### src/hdl/pri_pkg.sv
// shared constants for the point rotate and isometric projection block
package pri_pkg;

   // field widths
   localparam int IN_W    = 16;
   localparam int COEF_W  = 16;
   localparam int SCR_W   = 24;
   localparam int DEPTH_W = 18;

   // configuration port
   localparam int NUM_REGS   = 6;
   localparam int CSR_IDX_W  = 3;
   localparam int CSR_DATA_W = COEF_W;

   localparam logic [CSR_IDX_W-1:0] REG_COS_X = 3'd0;
   localparam logic [CSR_IDX_W-1:0] REG_SIN_X = 3'd1;
   localparam logic [CSR_IDX_W-1:0] REG_COS_Y = 3'd2;
   localparam logic [CSR_IDX_W-1:0] REG_SIN_Y = 3'd3;
   localparam logic [CSR_IDX_W-1:0] REG_COS_Z = 3'd4;
   localparam logic [CSR_IDX_W-1:0] REG_SIN_Z = 3'd5;

   // fixed point
   localparam int FRAC_W  = 14;
   localparam int RND_Q14 = 8192;
   localparam int ONE_Q14 = 16384;
   localparam int ISO_COS = 14189;

   localparam logic signed [COEF_W-1:0] COS_RESET = COEF_W'(ONE_Q14);
   localparam logic signed [COEF_W-1:0] SIN_RESET = '0;

   // each rotation grows the coordinate by this many bits
   localparam int ROT_GROW = COEF_W + 1 - FRAC_W;

   // screen scaling
   localparam int SCALE_FRAC = 8;
   localparam int RND_SCALE  = 128;
   localparam int SCREEN_WIDTH_DEF  = 1024;
   localparam int SCREEN_HEIGHT_DEF = 768;

   // output limits
   localparam int SCR_MAX   = (1 << (SCR_W - 1)) - 1;
   localparam int SCR_MIN   = -(1 << (SCR_W - 1));
   localparam int DEPTH_MAX = (1 << (DEPTH_W - 1)) - 1;
   localparam int DEPTH_MIN = -(1 << (DEPTH_W - 1));

endpackage

### src/hdl/pri_rot.sv
// one plane rotation: multiply stage then add and round stage
module pri_rot #(
   parameter int WI = 16,
   parameter int WC = 16
) (
   input  logic                               clock,
   input  logic                               reset,
   input  logic                               vld_i,
   output logic                               rdy_o,
   input  logic signed [WI-1:0]               a_i,
   input  logic signed [WI-1:0]               b_i,
   input  logic signed [WC-1:0]               c_i,
   input  logic signed [pri_pkg::COEF_W-1:0]  cos_i,
   input  logic signed [pri_pkg::COEF_W-1:0]  sin_i,
   output logic                               vld_o,
   input  logic                               rdy_i,
   output logic signed [WI+pri_pkg::ROT_GROW-1:0] a_o,
   output logic signed [WI+pri_pkg::ROT_GROW-1:0] b_o,
   output logic signed [WC-1:0]               c_o
);
   import pri_pkg::*;

   localparam int PW = WI + COEF_W;
   localparam int SW = PW + 1;
   localparam int OW = SW - FRAC_W;

   logic [2:1] v_ff;
   logic [2:1] en;

   logic signed [PW-1:0] p_ac_in, p_bs_in, p_as_in, p_bc_in;
   logic signed [PW-1:0] p_ac_ff, p_bs_ff, p_as_ff, p_bc_ff;
   logic signed [WC-1:0] c1_ff, c2_ff;
   logic signed [SW-1:0] sa, sb;
   logic signed [OW-1:0] a2_in, b2_in, a2_ff, b2_ff;

   // stage moves when empty or when the next one moves
   always_comb begin
      en[2] = !v_ff[2] || rdy_i;
      en[1] = !v_ff[1] || en[2];
   end

   assign rdy_o = en[1];
   assign vld_o = v_ff[2];

   always_comb begin
      p_ac_in = PW'(a_i) * PW'(cos_i);
      p_bs_in = PW'(b_i) * PW'(sin_i);
      p_as_in = PW'(a_i) * PW'(sin_i);
      p_bc_in = PW'(b_i) * PW'(cos_i);
   end

   // round half up, floor shift
   always_comb begin
      sa    = SW'(p_ac_ff) - SW'(p_bs_ff) + SW'(RND_Q14);
      sb    = SW'(p_as_ff) + SW'(p_bc_ff) + SW'(RND_Q14);
      a2_in = sa[SW-1:FRAC_W];
      b2_in = sb[SW-1:FRAC_W];
   end

   always_ff @(posedge clock) begin
      if (reset) begin
         v_ff <= '0;
      end else begin
         if (en[1]) v_ff[1] <= vld_i;
         if (en[2]) v_ff[2] <= v_ff[1];
      end
   end

   always_ff @(posedge clock) begin
      if (en[1]) begin
         p_ac_ff <= p_ac_in;
         p_bs_ff <= p_bs_in;
         p_as_ff <= p_as_in;
         p_bc_ff <= p_bc_in;
         c1_ff   <= c_i;
      end
      if (en[2]) begin
         a2_ff <= a2_in;
         b2_ff <= b2_in;
         c2_ff <= c1_ff;
      end
   end

   assign a_o = a2_ff;
   assign b_o = b2_ff;
   assign c_o = c2_ff;

endmodule

### config.mk
export PLATFORM = sky130hd
export DESIGN_NAME = pri_rot
export DESIGN_NICKNAME = d
export VERILOG_FILES = /design/src/hdl/pri_pkg.sv /design/src/hdl/pri_rot.sv
export SDC_FILE = /design/constraint.sdc
export NUM_CORES = 2
export LEC_CHECK = 0
export ABC_AREA = 1
export BUFFER_PORTS_ARGS = -buffer_cell sky130_fd_sc_hd__buf_2
export CELL_PAD_IN_SITES_DETAIL_PLACEMENT = 1
export CELL_PAD_IN_SITES_GLOBAL_PLACEMENT = 1
export CORE_MARGIN = 2
export CORE_UTILIZATION = 40
export DETAILED_ROUTE_END_ITERATION = 16
export PLACE_DENSITY = 0.76
export RECOVER_POWER = 100
export SLEW_MARGIN = 15
export SYNTH_ARGS = -nofsm -noshare
export SYNTH_HDL_FRONTEND = slang
export SYNTH_SLANG_ARGS = --single-unit
### constraint.sdc
create_clock -name clock -period 5.95 [get_ports clock]
set_input_delay 0.595 -clock clock [delete_from_list [all_inputs] [get_ports clock]]
set_output_delay 0.595 -clock clock [all_outputs]
set_load 0.005 [all_outputs]
==> key figures <==
Clock network
  • Clock insertion delay at the later pin of the skew report: 550 ps
  • CTS resizes: 0
  • CTS clock-pin slew for the worst setup and hold paths: 90 ps
  • Clk sinks: 200
  • Clock Tree Buf Depth: 2
  • Post-CTS Setup Repair Bufs: 0
  • CTS tree: done
  • Root buf cell: clkbuf_16
  • Cts hold-fix bufs: 0
  • CTS H-tree depth: 4
  • CTS buffer count: 17

Routing
  • Via count: roughly 45000
  • Post-route DRC: 0
  • 1st-iter DRT viols: 2834
  • Wire per inst: 19.02 µm
  • Drt via density: roughly 5
  • Drt first pass iters: 5
  • DRT Wirelength: around 170000 µm
  • Antenna-violating nets left: 0

Yosys
  • Sequential share of the synthesized area: between 10% and 20%
  • Synth cell types: 38
  • Post-synth top area cell: fa_1
  • Mean post-synth cell area: 7.801 µm²
  • Syn Std Cell Area: about 0.054 mm²
  • Syn nets: between 8000 and 9000
  • Share of the synthesized area in the top cell type: 39.20%
  • Yosys Warn Count: 0
  • Register bit total from synthesis: 200
  • Synth top area cells: fa_1 (39%), inv_1 (14%), nand2_1 (14%), edfxtp_1 (11%), ha_1 (11%)
  • Post-Syn Instances: 6861

Place
  • Port-buffer cells: 139
  • Placer Congestion: 0.9590
  • Placed cell count: ~9000
  • Post-DP HPWL: ~150000 µm

Floorplan
  • Starting Density: 40.21%
  • Std cell rows: between 100 and 150
  • Core ar.: 0.1331 mm²
  • Die ar.: 0.1367 mm²
  • Floorplan die height: 369.8 µm
  • I/O pin count: 140
  • Die W: 369.8 µm

STA
  • Clock skew: ~18 ps
  • Fin. Hold Viols: 0
  • Tightest Pin Transition: roughly 2800 ps
  • Max Clk Rate: about 170 MHz
  • Period minus WS final: 5790 ps
  • Finish-stage setup viols: 0
  • Final period util: 97.31%
  • Relative max-transition margin: -89.91%
  • RSZ-0062 raised after global routing: no
  • Slew Limit Fails: 220

Setup path
  • Crit path capture type: register
  • CP Class: input pin to register
  • WP data arrival: 6080 ps
  • Crit path launch type: input pin
  • WP data required: 6240 ps
  • Worst-path fanout max: 15

Status
  • Status: finished with violations
  • Failing checks: max-capacitance violations, max-slew violations

Finish
  • Commonest non-fill, non-tap cell in the layout: inv_1
  • FILL cells: 16554
  • Layout Utilization: 45.74%
  • Final cell count without fillers: about 9200
  • Layout net count: 8952
  • Most frequent cells in the layout: inv_1 (2046), nand2_1 (1944), fa_1 (1047)
  • Antenna Cells: 0
  • Share of layout cells above drive strength 1: 9.603%
  • Area delta synth->final: 13.76%

Global route
  • All-Layer GR Usage: 26.49%
  • Antenna violations before repair: 4
  • Vias in the first global route: 51259
  • Pin count of the biggest net entering global routing: 48
  • GRT overflow: 0
  • First-pass GRT wire length: 280800 µm

Flow run
  • Max-cap violations: 6

Hold path
  • Hold Path Class: input pin to register
## logic make-up after synthesis
family | synth area share, %
and+or+nand+nor | 18.88
buffers and inverters | 15.74
DFF | 11.18
xor gates and xnor gates | 1.358
AOI/OAI and AO/OA | 3.118
adders and majority gates | 49.72
## layer usage
metal / global-route usage [%] / wire, µm / vias up
li1: - / - / 20793
met1: 36.66 / 77830 / 23323
met2: 43.85 / 82180 / 1160
met3: 3.131 / 9601 / 203
met4: 7.286 / 4385 / 2
met5: 0 / 13 / -
## worst paths after layout
path,cells past startpoint,endpoint,start,slack [ps]
worst min register to register,0,c_o[7],c1_ff[7],420
worst max-delay path,21,p_as_ff[31],sin_i[1],160
worst max register to register,2,p_bc_ff[16],v_ff[2],1220
worst min-delay path,2,v_ff[2],reset,220
## cell usage after synthesis
library cell	instances
inv_1	2044
nand2_1	1940
fa_1	1048
ha_1	450
nor2_1	258
edfxtp_1	198
clkbuf_1	190
a21oi_1	178
nand3_1	173
o21ai_0	81
nand4_1	69
xor2_1	67
nor3_1	39
o21bai_1	28
xnor2_1	16
nand3b_1	11
inv_2	9
nand2_2	9
nor2_2	8
a21o_1	6
o21a_1	6
a21boi_0	4
nand3_2	4
a21oi_2	3
nor3_2	3
or2_2	3
buf_1	2
dfxtp_1	2
nor4_1	2
o21ai_1	2
a31oi_1	1
and3_1	1
nand2_4	1
nor2_4	1
nor3b_1	1
nor3b_2	1
nor4_2	1
or2_4	1
## layout make-up
class                      instances  area [µm²]  share of cell area, %
multi-input combinational       4416       39100                  64.22
inverter                        2053        7706                  12.66
sequential                       200        5986                  9.830
timing repair buffer             682        5319                  8.735
tap                             1768        2212                  3.633
clock buffer                      18       429.2                 0.7048
clock inverter                    14       133.9                 0.2199
## sequential cells by signal, indices dropped and copies added, names as in the netlist
register and flops:
b_o 19, a_o 19, c_o 16, v_ff 2, p_as_ff 32, p_bc_ff 32
p_bs_ff 32, p_ac_ff 32, c1_ff 16
## metrics by stage
| step | area (µm²) | setup TNS (ps) | hold slack [ps] | setup WS [ps] |
|---|---|---|---|---|
| after global placement | 60470 | -9844 | 401.0 | -297.0 |
| after global routing | 60890 | 0 | 202.0 | 3.038 |
| after detailed placement | 60470 | -17680 | 407.9 | -442.2 |
| after CTS | 61030 | 0 | 169.0 | 155.6 |
| final | 60890 | 0 | 215.9 | 160.0 |
| after floorplan | 53520 | 0 | 400.3 | 212.5 |
## critical path: stages
cell and delay (ps):
buf_2 280, buf_4 320, nand2_1 120, fa_1 520, fa_1 520, fa_1 530, inv_1 60, fa_1 490
fa_1 500, inv_1 50, fa_1 470, inv_1 40, ha_1 340, nand2_1 160, inv_1 60, a21oi_1 310
nand3_1 220, nand2_1 180, nand3_1 100, nand2_1 80, nand2_1 100
Power is left out: the tool's default activity adds up to more than one toggle a clock period on the data nets, which glitch-free logic cannot reach.
