==> config.mk <==
export PLATFORM = sky130hd
export DESIGN_NAME = pri_proj
export DESIGN_NICKNAME = d
export VERILOG_FILES = /design/src/hdl/pri_pkg.sv /design/src/hdl/pri_proj.sv
export SDC_FILE = /design/constraint.sdc
export NUM_CORES = 1
export LEC_CHECK = 0
export BUFFER_PORTS_ARGS = -buffer_cell sky130_fd_sc_hd__clkbuf_2
export CORE_MARGIN = 2
export CORE_UTILIZATION = 30
export DETAILED_ROUTE_END_ITERATION = 10
export HOLD_SLACK_MARGIN = 0.15
export PLACE_DENSITY = 0.57
export REMOVE_ABC_BUFFERS = 1
export SETUP_SLACK_MARGIN = 0.3
export SYNTH_ARGS = -nofsm -noshare
export SYNTH_HDL_FRONTEND = slang
export SYNTH_SLANG_ARGS = --single-unit
==> constraint.sdc <==
create_clock -name clock -period 5.7 [get_ports clock]
set_clock_uncertainty 0.1 [all_clocks]
set_input_delay 0.285 -clock clock [delete_from_list [all_inputs] [get_ports clock]]
set_output_delay 0.285 -clock clock [all_outputs]
set_load 0.05 [all_outputs]
==> src/hdl/pri_pkg.sv <==
// shared constants for the point rotate and isometric projection block
package pri_pkg;

   // field widths
   localparam int IN_W    = 16;
   localparam int COEF_W  = 16;
   localparam int SCR_W   = 24;
   localparam int DEPTH_W = 18;

   // configuration port
   localparam int NUM_REGS   = 6;
   localparam int CSR_IDX_W  = 3;
   localparam int CSR_DATA_W = COEF_W;

   localparam logic [CSR_IDX_W-1:0] REG_COS_X = 3'd0;
   localparam logic [CSR_IDX_W-1:0] REG_SIN_X = 3'd1;
   localparam logic [CSR_IDX_W-1:0] REG_COS_Y = 3'd2;
   localparam logic [CSR_IDX_W-1:0] REG_SIN_Y = 3'd3;
   localparam logic [CSR_IDX_W-1:0] REG_COS_Z = 3'd4;
   localparam logic [CSR_IDX_W-1:0] REG_SIN_Z = 3'd5;

   // fixed point
   localparam int FRAC_W  = 14;
   localparam int RND_Q14 = 8192;
   localparam int ONE_Q14 = 16384;
   localparam int ISO_COS = 14189;

   localparam logic signed [COEF_W-1:0] COS_RESET = COEF_W'(ONE_Q14);
   localparam logic signed [COEF_W-1:0] SIN_RESET = '0;

   // each rotation grows the coordinate by this many bits
   localparam int ROT_GROW = COEF_W + 1 - FRAC_W;

   // screen scaling
   localparam int SCALE_FRAC = 8;
   localparam int RND_SCALE  = 128;
   localparam int SCREEN_WIDTH_DEF  = 1024;
   localparam int SCREEN_HEIGHT_DEF = 768;

   // output limits
   localparam int SCR_MAX   = (1 << (SCR_W - 1)) - 1;
   localparam int SCR_MIN   = -(1 << (SCR_W - 1));
   localparam int DEPTH_MAX = (1 << (DEPTH_W - 1)) - 1;
   localparam int DEPTH_MIN = -(1 << (DEPTH_W - 1));

endpackage

==> src/hdl/pri_proj.sv <==
// isometric projection, screen scaling and output saturation
module pri_proj #(
   parameter int WI            = 25,
   parameter int WZ            = 22,
   parameter int SCREEN_WIDTH  = pri_pkg::SCREEN_WIDTH_DEF,
   parameter int SCREEN_HEIGHT = pri_pkg::SCREEN_HEIGHT_DEF
) (
   input  logic                                clock,
   input  logic                                reset,
   input  logic                                vld_i,
   output logic                                rdy_o,
   input  logic signed [WI-1:0]                x_i,
   input  logic signed [WI-1:0]                y_i,
   input  logic signed [WZ-1:0]                z_i,
   output logic                                vld_o,
   input  logic                                rdy_i,
   output logic signed [pri_pkg::SCR_W-1:0]    screen_x_o,
   output logic signed [pri_pkg::SCR_W-1:0]    screen_y_o,
   output logic signed [pri_pkg::DEPTH_W-1:0]  depth_z_o
);
   import pri_pkg::*;

   localparam int NST    = 5;
   localparam int DW     = WI + 1;
   localparam int PXW    = DW + COEF_W;
   localparam int OW     = PXW + 1 - FRAC_W;
   localparam int DIM_MX = (SCREEN_WIDTH > SCREEN_HEIGHT) ? SCREEN_WIDTH : SCREEN_HEIGHT;
   localparam int DIM_W  = $clog2(DIM_MX + 1) + 1;
   localparam int MW     = OW + DIM_W;
   localparam int RW     = MW + 1 - SCALE_FRAC;
   localparam int PX_OFS = RND_Q14 + (ONE_Q14 << FRAC_W);

   localparam logic signed [DIM_W-1:0] SCALE_X = DIM_W'(SCREEN_WIDTH);
   localparam logic signed [DIM_W-1:0] SCALE_Y = DIM_W'(SCREEN_HEIGHT);

   logic [NST:1] v_ff;
   logic [NST:1] en;

   // stage 1: difference and sum
   logic signed [DW-1:0]  d_ff, s_ff;
   logic signed [WZ-1:0]  z1_ff, z2_ff, z3_ff, z4_ff;
   // stage 2: iso multiply, half sum minus depth
   logic signed [PXW-1:0] pxp_in, pxp_ff;
   logic signed [DW:0]    t_sum;
   logic signed [DW-1:0]  half;
   logic signed [DW:0]    py_in, py_ff;
   // stage 3: round and recenter
   logic signed [PXW:0]   pxs;
   logic signed [OW-1:0]  pxo_in, pxo_ff, pyo_in, pyo_ff;
   // stage 4: scale
   logic signed [MW-1:0]  mx_in, my_in, mx_ff, my_ff;
   // stage 5: round and clamp
   logic signed [MW:0]    rx, ry;
   logic signed [RW-1:0]  rx_sh, ry_sh;
   logic signed [SCR_W-1:0]   sx_in, sy_in, sx_ff, sy_ff;
   logic signed [DEPTH_W-1:0] dz_in, dz_ff;

   always_comb begin
      en[NST] = !v_ff[NST] || rdy_i;
      for (int i = NST - 1; i >= 1; i--) begin
         en[i] = !v_ff[i] || en[i+1];
      end
   end

   assign rdy_o = en[1];
   assign vld_o = v_ff[NST];

   always_comb begin
      pxp_in = PXW'(d_ff) * PXW'(ISO_COS);
      t_sum  = (DW+1)'(s_ff) + (DW+1)'(1);
      half   = t_sum[DW:1];
      py_in  = (DW+1)'(half) - (DW+1)'(z1_ff);
   end

   // rounding offset and the +1.0 recentering fold into one add
   always_comb begin
      pxs    = (PXW+1)'(pxp_ff) + (PXW+1)'(PX_OFS);
      pxo_in = pxs[PXW:FRAC_W];
      pyo_in = OW'(py_ff) + OW'(ONE_Q14);
   end

   always_comb begin
      mx_in = MW'(pxo_ff) * MW'(SCALE_X);
      my_in = MW'(pyo_ff) * MW'(SCALE_Y);
   end

   always_comb begin
      rx    = (MW+1)'(mx_ff) + (MW+1)'(RND_SCALE);
      ry    = (MW+1)'(my_ff) + (MW+1)'(RND_SCALE);
      rx_sh = rx[MW:SCALE_FRAC];
      ry_sh = ry[MW:SCALE_FRAC];

      if (rx_sh > RW'(SCR_MAX)) begin
         sx_in = SCR_W'(SCR_MAX);
      end else if (rx_sh < RW'(SCR_MIN)) begin
         sx_in = SCR_W'(SCR_MIN);
      end else begin
         sx_in = rx_sh[SCR_W-1:0];
      end

      if (ry_sh > RW'(SCR_MAX)) begin
         sy_in = SCR_W'(SCR_MAX);
      end else if (ry_sh < RW'(SCR_MIN)) begin
         sy_in = SCR_W'(SCR_MIN);
      end else begin
         sy_in = ry_sh[SCR_W-1:0];
      end

      if (z4_ff > WZ'(DEPTH_MAX)) begin
         dz_in = DEPTH_W'(DEPTH_MAX);
      end else if (z4_ff < WZ'(DEPTH_MIN)) begin
         dz_in = DEPTH_W'(DEPTH_MIN);
      end else begin
         dz_in = z4_ff[DEPTH_W-1:0];
      end
   end

   always_ff @(posedge clock) begin
      if (reset) begin
         v_ff <= '0;
      end else begin
         if (en[1]) v_ff[1] <= vld_i;
         for (int i = 2; i <= NST; i++) begin
            if (en[i]) v_ff[i] <= v_ff[i-1];
         end
      end
   end

   always_ff @(posedge clock) begin
      if (en[1]) begin
         d_ff  <= DW'(x_i) - DW'(y_i);
         s_ff  <= DW'(x_i) + DW'(y_i);
         z1_ff <= z_i;
      end
      if (en[2]) begin
         pxp_ff <= pxp_in;
         py_ff  <= py_in;
         z2_ff  <= z1_ff;
      end
      if (en[3]) begin
         pxo_ff <= pxo_in;
         pyo_ff <= pyo_in;
         z3_ff  <= z2_ff;
      end
      if (en[4]) begin
         mx_ff <= mx_in;
         my_ff <= my_in;
         z4_ff <= z3_ff;
      end
      if (en[5]) begin
         sx_ff <= sx_in;
         sy_ff <= sy_in;
         dz_ff <= dz_in;
      end
   end

   assign screen_x_o = sx_ff;
   assign screen_y_o = sy_ff;
   assign depth_z_o  = dz_ff;

endmodule

==> results of run 1 <==
-- worst max path at each step --
stage,cells after the start,start,end
6_report,21,d_ff[15]$_DFFE_PP_,pxp_ff[29]$_DFFE_PP_
3_3_place_gp,21,d_ff[5]$_DFFE_PP_,pxp_ff[38]$_DFFE_PP_
4_1_cts,20,d_ff[8]$_DFFE_PP_,pxp_ff[33]$_DFFE_PP_
5_1_grt,21,d_ff[15]$_DFFE_PP_,pxp_ff[29]$_DFFE_PP_
2_1_floorplan,20,d_ff[25]$_DFFE_PP_,pxp_ff[39]$_DFFE_PP_
3_5_place_dp,21,d_ff[11]$_DFFE_PP_,pxp_ff[39]$_DFFE_PP_
-- kinds of logic (layout without fill, tap and decap cells) --
| family | count (synthesis) | count (layout) |
|---|---|---|
| DFF | 379 | 379 |
| adders and majority gates | 469 | 469 |
| muxes | 3 | 3 |
| buffers and inverters | 483 | 893 |
| and+or+nand+nor | 382 | 382 |
| AOI/OAI and AO/OA | 386 | 386 |
| xor gates and xnor gates | 182 | 182 |
-- repair_timing --
action	4_1_cts	5_1_grt
hold endpoints to repair	30	0
hold buffers	32	0
buffers inserted	27	16
gates resized for setup	97	74
pin swaps	87	91
setup endpoints to repair	27	27
-- sequential cells by signal, indices dropped and copies added, names as in the netlist --
register / count
pxo_ff: 28
depth_z_o: 18
mx_ff: 28
screen_y_o: 24
pyo_ff: 28
z4_ff: 22
pxp_ff: 28
my_ff: 31
screen_x_o: 23
v_ff: 5
d_ff: 26
s_ff: 25
z1_ff: 22
z3_ff: 22
z2_ff: 22
py_ff: 27
-- layer usage --
| layer | vias up | routed length, µm | track usage [%] | part of all wire (%) |
|---|---|---|---|---|
| li1 | 8553 | - | - | - |
| met1 | 8222 | 27610 | 17.56 | 47 |
| met2 | 255 | 27270 | 21.04 | 47 |
| met3 | 62 | 2494 | 2.227 | 4.3 |
| met4 | 2 | 1008 | 2.768 | 1.7 |
| met5 | - | 13 | 0 | 0.022 |
-- worst max-delay path: cells and delay by family, from the launching register on --
family | cells | cell delay (ps)
xor gates and xnor gates | 1 | 130
and+or+nand+nor | 1 | 320
buffers and inverters | 7 | 600
AOI/OAI and AO/OA | 5 | 1040
DFF | 1 | 430
adders and majority gates | 7 | 3020
-- cells in the final DEF, fill, tap and decap left out, drive strengths merged, types with 19 or more instances in the layout --
cell	netlist	final
nand2	80	80
inv	446	449
dlygate4sd3	0	32
xnor2	127	127
and3	24	24
xor2	55	55
nand3	53	53
a21o	54	54
buf	10	198
o21a	64	64
nor2	99	99
nor3	29	29
ha	272	272
fa	197	197
nand4	19	19
a21oi	106	106
o21ai	52	52
clkbuf	26	192
edfxtp	374	374
-- through the flow --
step	utilization, %	TNS, ps
CTS	36.57	-2208
detailed placement	33.87	-6028
floorplan	-	-108.0
finish	37.07	-2457
global route	37.07	-6448
global placement	33.87	-5429
-- final cells by class --
class / instances / area, µm²
Fill cell: 8664 / 55610
Multi-Input combinational cell: 1422 / 14290
Sequential cell: 379 / 11330
Timing Repair Buffer: 373 / 2631
Inverter: 447 / 1688
Tap cell: 1165 / 1458
Clock buffer: 49 / 1077
Clock inverter: 24 / 285.3
==> run summary, run 1 <==
RUN STATUS
-----------------------------------------------------------------------------------------
Outcome                                                                      finished, violations left
Failing checks                                                               setup timing

TIMING
-----------------------------------------------------------------------------------------
Tightest Pin Transition                                                           1107 ps
RSZ-0062 raised after global routing                                                  yes
Fin crit share                                                                     104.6%
Maximum frequency from static timing analysis                                  0.1678 GHz
Slew Limit Fails                                                                        0
Minimum setup slack in the final design                                         -259.6 ps
Smallest hold slack                                                              205.2 ps
Min Tclk post-route                                                               5960 ps
Worst max-slew margin expressed relative to the limit                              26.17%
Final Hold Fails                                                                        0
Number of endpoints failing setup at the final stage                                   17

FLOORPLANNING
-----------------------------------------------------------------------------------------
Die H                                                                            302.4 µm
Die Width                                                                        302.4 µm
Initial Utilization                                                                30.23%
Die Area                                                                      0.09145 mm²
Number of standard-cell rows in the floorplan                                         109
Core region area                                                              0.08837 mm²
Ports                                                                                 144

YOSYS
-----------------------------------------------------------------------------------------
Top-area cell type share of the netlist area                                       42.04%
Yosys warning total                                                                     0
Most frequently used cell type in the post-synthesis netlist                        inv_1
Mean post-synth cell area                                                       11.70 µm²
Synthesized cell area                                                         0.02671 mm²
Top cell types by occurrence after synthesis                                 445 x inv_1, 374 x edfxtp_1, 272 x ha_1
Top cells by area in the synthesized netlist                                 edfxtp_1 42%, fa_1 15%, ha_1 13%, inv_1 6.3%, xnor2_1 4.2%
Unique cell type count in the Yosys netlist                                            83
Cell taking the most area after synthesis                                        edfxtp_1
Combinational family with the most area after synthesis                       adder cells
Synth Area in Simple Gates                                                         7.063%
Compound-cell area share of the yosys netlist                                      10.07%
Proportion of register bits with asynchronous set or reset after synthesis             0%
Share of synthesized area spent on multiplexers                                   0.1124%
Cells after synthesis                                                               2,284
Synth Flop Type                                                                  edfxtp_1
Part of the Yosys area used for sequential elements                                42.42%
Register bit total from synthesis                                                     379
Adder-cell share of the synthesized area                                           27.50%
Post-Synth XOR/XNOR Area                                                           5.967%
Number of flops mapped to enable cells by yosys                                       374

WORST SETUP PATH
-----------------------------------------------------------------------------------------
Critical path endpoint category                                                 flip-flop
Worst reg-to-reg setup slack                                                      -260 ps
Signal arrival time at the worst endpoint                                         6160 ps
Cell seen most often among critical-path stages                                      fa_1
Startpoint Class                                                                flip-flop
Worst R2R Path Depth                                                                   21
CP max stage delay                                                                 560 ps
Worst R2R Start                                                              d_ff[15]$_DFFE_PP_
Capture point of the worst reg-to-reg path                                   pxp_ff[29]$_DFFE_PP_
Crit path required time                                                           5900 ps
Maximum fanout encountered on the critical timing path                                  3
Setup CP Type                                                                flip-flop to flip-flop
Chain of cells forming the critical path                                     buf_6 > ha_4 > inv_4 > fa_1 > inv_2 > fa_1 > fa_1 > fa_1 > inv_2 > fa_1 > inv_1 > ha_2 > a21oi_4 > o21ai_4 > o41ai_4 > o32ai_4 > buf_4 > or3_4 > a21o_1 > buf_4 > xor2_1
Slowest stage cell on the critical path                                              fa_1

ROUTING
-----------------------------------------------------------------------------------------
Detailed-route wire length                                                      58,400 µm
First DRT Iteration DRCs                                                              788
Post-detailed-route via-to-cell ratio                                               4.430
Routed len/inst                                                                  15.13 µm
Number of detailed-routing iterations run before antenna repair                         5
Total number of vias                                                               17,094
Antenna violation net count after detailed routing                                      0
Remaining design rule violation count                                                   0

FINAL LAYOUT
-----------------------------------------------------------------------------------------
Final net count                                                                     3,210
Area Overhead vs Synth                                                             22.65%
Layout cells sized above 1                                                         20.27%
Post-route cell area                                                          0.03276 mm²
Antenna Diode Count                                                                     0
Cell Count, Final, Fillers Out                                                      3,859

HOLD PATH
-----------------------------------------------------------------------------------------
Class of the tightest hold or removal check                                  input pin to flip-flop
Hold worst-path end                                                          d_ff[25]$_DFFE_PP_
Count of cells along the worst hold path                                                3
Worst hold start                                                                  x_i[24]

PLACED DESIGN
-----------------------------------------------------------------------------------------
HPWL reported at the end of detailed placement                                  47,210 µm
# placed instances                                                                  3,711
Count of input and output buffers                                                     143
Placer's final routability congestion estimate                                     0.8608
Post-Place Setup Slack                                                          -491.7 ps
Instance area at placement                                                    0.02993 mm²

GRT
-----------------------------------------------------------------------------------------
Vias in the first global route                                                     17,297
Total global routing overflow                                                           0
Largest net degree at the start of global routing                                      82
Initial antenna violation count                                                         1
Global-route wire length before repair                                          92,600 µm
Total global-route track usage                                                     12.76%

CLOCKING
-----------------------------------------------------------------------------------------
Clock tree from TritonCTS                                                            done
Clock Sink Count                                                                      379
Clock Tree Buf Depth                                                                    3
Cell at the root of the clock tree                                              clkbuf_16
Total CTS buffers                                                                      42
Clock transition at path regs                                                       60 ps
# H-tree levels                                                                         2
Source-to-sink clock delay at the later pin of the worst-skew pair                 580 ps

RUN
-----------------------------------------------------------------------------------------
Total of max-cap violations                                                             0

Power of run 1 is left out: the tool's default activity adds up to more than one toggle a clock period on the data nets, which glitch-free logic cannot reach.
==> run 2: changes to the inputs <==
--- a/config.mk
+++ b/config.mk
@@ -12,7 +12,6 @@
 export HOLD_SLACK_MARGIN = 0.15
 export PLACE_DENSITY = 0.57
 export REMOVE_ABC_BUFFERS = 1
-export SETUP_SLACK_MARGIN = 0.3
 export SYNTH_ARGS = -nofsm -noshare
 export SYNTH_HDL_FRONTEND = slang
 export SYNTH_SLANG_ARGS = --single-unit
==> constraint.sdc (replaced) <==
create_clock -name clock -period 5.7 [get_ports clock]
set_clock_uncertainty 0.1 [all_clocks]
set_input_delay 1.425 -clock clock [delete_from_list [all_inputs] [get_ports clock]]
set_output_delay 1.425 -clock clock [all_outputs]
set_load 0.05 [all_outputs]
==> run 2 against run 1 <==
Effect of this change: the flow still finishes with violations (setup timing); maximum frequency rose by 0.17%; wire length is 0.52% lower; design area is 1.2% lower; cell count shrank 0.86%; clock-buffer cell count shrank 2; flip-flop and latch count unchanged; critical path type unchanged; largest cell class unchanged; hold slack better by 110 ps; via count shrank 1.2%.
==> run summary, run 2 (synthesis gave the netlist of run 1 again) <==
RUN STATUS
-------------------------------------------------------------------------------------
Outcome                                                                  finished, violations left
Failing checks                                                           setup timing

WORST SETUP PATH
-------------------------------------------------------------------------------------
Worst reg-to-reg setup slack                                                  -250 ps   about the same
Setup CP Type                                                            flip-flop to flip-flop
Worst path buffer plus inverter count                                               8   +1
Critical path endpoint category                                             flip-flop
Worst setup path endpoint                                                pxp_ff[29]$_DFFE_PP_
Slowest stage cell on the critical path                                      edfxtp_1
Maximum fanout encountered on the critical timing path                              4   +1
CP max stage delay                                                             510 ps   -50 ps
Crit path required time                                                       5900 ps   about the same
Startpoint Class                                                            flip-flop
WP depth                                                                           22   +4.8%
Worst R2R Path Depth                                                               22   +4.8%
Critical path startpoint                                                 d_ff[12]$_DFFE_PP_
Signal arrival time at the worst endpoint                                     6150 ps   about the same
Worst R2R Start                                                          d_ff[12]$_DFFE_PP_
Crit-path leading delay family                                            adder cells
Capture point of the worst reg-to-reg path                               pxp_ff[29]$_DFFE_PP_
Cell seen most often among critical-path stages                                  fa_1
Chain of cells forming the critical path                                 buf_4 > buf_4 > ha_1 > inv_1 > fa_1 > inv_1 > fa_1 > fa_1 > fa_1 > inv_1 > fa_1 > inv_2 > ha_4 > a21oi_2 > o21ai_2 > o41ai_4 > o32ai_4 > buf_4 > or3_1 > a21o_1 > buf_4 > xor2_1

FINAL LAYOUT
-------------------------------------------------------------------------------------
Top library cells by usage in the layout, fill and taps aside            420 x inv_1, 374 x edfxtp_1, 243 x ha_1, 189 x fa_1, 178 x buf_4
Final net count                                                                 3,173   -1.2%
Area Overhead vs Synth                                                         21.23%
Layout cells sized above 1                                                     19.89%   -0.38 points
Cell Count, Final, Fillers Out                                                  3,826   -0.86%
Most frequent standard cell in the layout excluding fill and tap cells          inv_1
Core utilization of the finished layout                                        36.64%   -0.43 points
Register ranked first by flip-flop count                                        my_ff
Flip-flop count of the largest register after layout                               31   unchanged

TIMING
-------------------------------------------------------------------------------------
Fin crit share                                                                 104.4%   -0.18 points
Maximum frequency from static timing analysis                              0.1681 GHz   +0.17%
Worst max-slew margin expressed relative to the limit                          28.69%   +2.5 points
Slew Limit Fails                                                                    0   unchanged
Number of endpoints failing setup at the final stage                               17   unchanged
Final Hold Fails                                                                    0   unchanged
RSZ-0062 raised after global routing                                              yes
Minimum setup slack in the final design                                     -249.5 ps   +10.07 ps
Min Tclk post-route                                                           5950 ps   -10.07 ps
Tightest Pin Transition                                                       1070 ps   -37.71 ps

GRT
-------------------------------------------------------------------------------------
Global-route wire length before repair                                      91,630 µm   -1.1%
Initial antenna violation count                                                     1   unchanged
Met2 Track Usage GR                                                            20.62%   -0.42 points
GR met1 Demand/Resource                                                        17.38%   -0.18 points
Vias in the first global route                                                 17,107   -1.1%
Largest net degree at the start of global routing                                  78   -4.9%
Grt peak-use layer                                                               met2
Routing usage on met3                                                          2.176%   -0.050 points
Total global-route track usage                                                 12.63%   -0.13 points
Total global routing overflow                                                       0   unchanged

CLOCKING
-------------------------------------------------------------------------------------
Hold buffer count at cts                                                            0   -100%
Clock Sink Count                                                                  379   unchanged
Total CTS buffers                                                                  42   unchanged
# H-tree levels                                                                     2   unchanged
Cell at the root of the clock tree                                          clkbuf_16
Clock Tree Buf Depth                                                                3   unchanged
Clock tree from TritonCTS                                                        done
Source-to-sink clock delay at the later pin of the worst-skew pair             570 ps   about the same
Clock transition at path regs                                                   60 ps   about the same

ROUTING
-------------------------------------------------------------------------------------
Remaining design rule violation count                                               0   unchanged
Routed len/inst                                                              15.18 µm   +0.34%
Total number of vias                                                           16,895   -1.2%
First DRT Iteration DRCs                                                          706   -10%
Antenna violation net count after detailed routing                                  0   unchanged
Post-detailed-route via-to-cell ratio                                           4.416   -0.31%
Number of detailed-routing iterations run before antenna repair                     5   unchanged
Detailed-route wire length                                                  58,100 µm   -0.52%

PLACED DESIGN
-------------------------------------------------------------------------------------
# placed instances                                                              3,709   -0.054%
Count of input and output buffers                                                 143   unchanged
HPWL reported at the end of detailed placement                              47,340 µm   +0.29%
Placer's final routability congestion estimate                                 0.8533   -0.87%

FLOORPLANNING
-------------------------------------------------------------------------------------
Die Width                                                                    302.4 µm   unchanged
Core region area                                                          0.08837 mm²   unchanged
Initial Utilization                                                            30.23%   unchanged
Die H                                                                        302.4 µm   unchanged
Ports                                                                             144   unchanged
Number of standard-cell rows in the floorplan                                     109   unchanged
Die Area                                                                  0.09145 mm²   unchanged

HOLD PATH
-------------------------------------------------------------------------------------
Worst hold start                                                         z3_ff[13]$_DFFE_PP_
Class of the tightest hold or removal check                              flip-flop to flip-flop

RUN
-------------------------------------------------------------------------------------
Total of max-cap violations                                                         0   unchanged

## run 2: stage by stage
stage	area [µm²]	hold slack, ps	TNS (ps)	setup WS (ps)
2_1_floorplan	26560	300.3	-108.0	-108.0
3_3_place_gp	29910	301.1	-5489	-486.3
3_5_place_dp	29910	304.5	-6877	-548.2
4_1_cts	32140	303.2	-2081	-257.6
5_1_grt	32380	323.0	-6360	-461.7
6_report	32380	316.0	-2018	-249.5
## run 2: cell type report
type / instances / area (µm²)
clock inverter: 29 / 441.7
sequential: 379 / 11330
timing repair buffer: 336 / 2221
multi-input combinational: 1422 / 14170
tap: 1165 / 1458
inverter: 447 / 1680
antenna: 1 / 2.502
fill: 8678 / 55990
clock buffer: 47 / 1080
## run 2: worst min-delay path by stage
stage	to	slack, ps	cells past startpoint
floorplan	mx_ff[10]$_DFFE_PP_	300	0
global placement	z3_ff[20]$_DFFE_PP_	300	0
detailed placement	mx_ff[14]$_DFFE_PP_	300	0
CTS	z4_ff[13]$_DFFE_PP_	300	0
global route	z4_ff[2]$_DFFE_PP_	320	0
finish	z4_ff[13]$_DFFE_PP_	320	0
## run 2: metal layers
layer / wire length [µm] / part of all wire (%) / vias to the layer above
met1: 27670 / 48 / 8085
met5: 13 / 0.022 / -
met3: 2343 / 4.0 / 58
li1: - / - / 8509
met4: 1212 / 2.1 / 2
met2: 26860 / 46 / 241
## run 2: repair_timing
| action | 4_1_cts | 5_1_grt |
|---|---|---|
| resized for setup | 92 | 41 |
| setup buffers | 34 | 8 |
| setup endpoints to repair | 22 | 21 |
| pin swaps | 100 | 64 |
Power of run 2 is left out for the same reason.
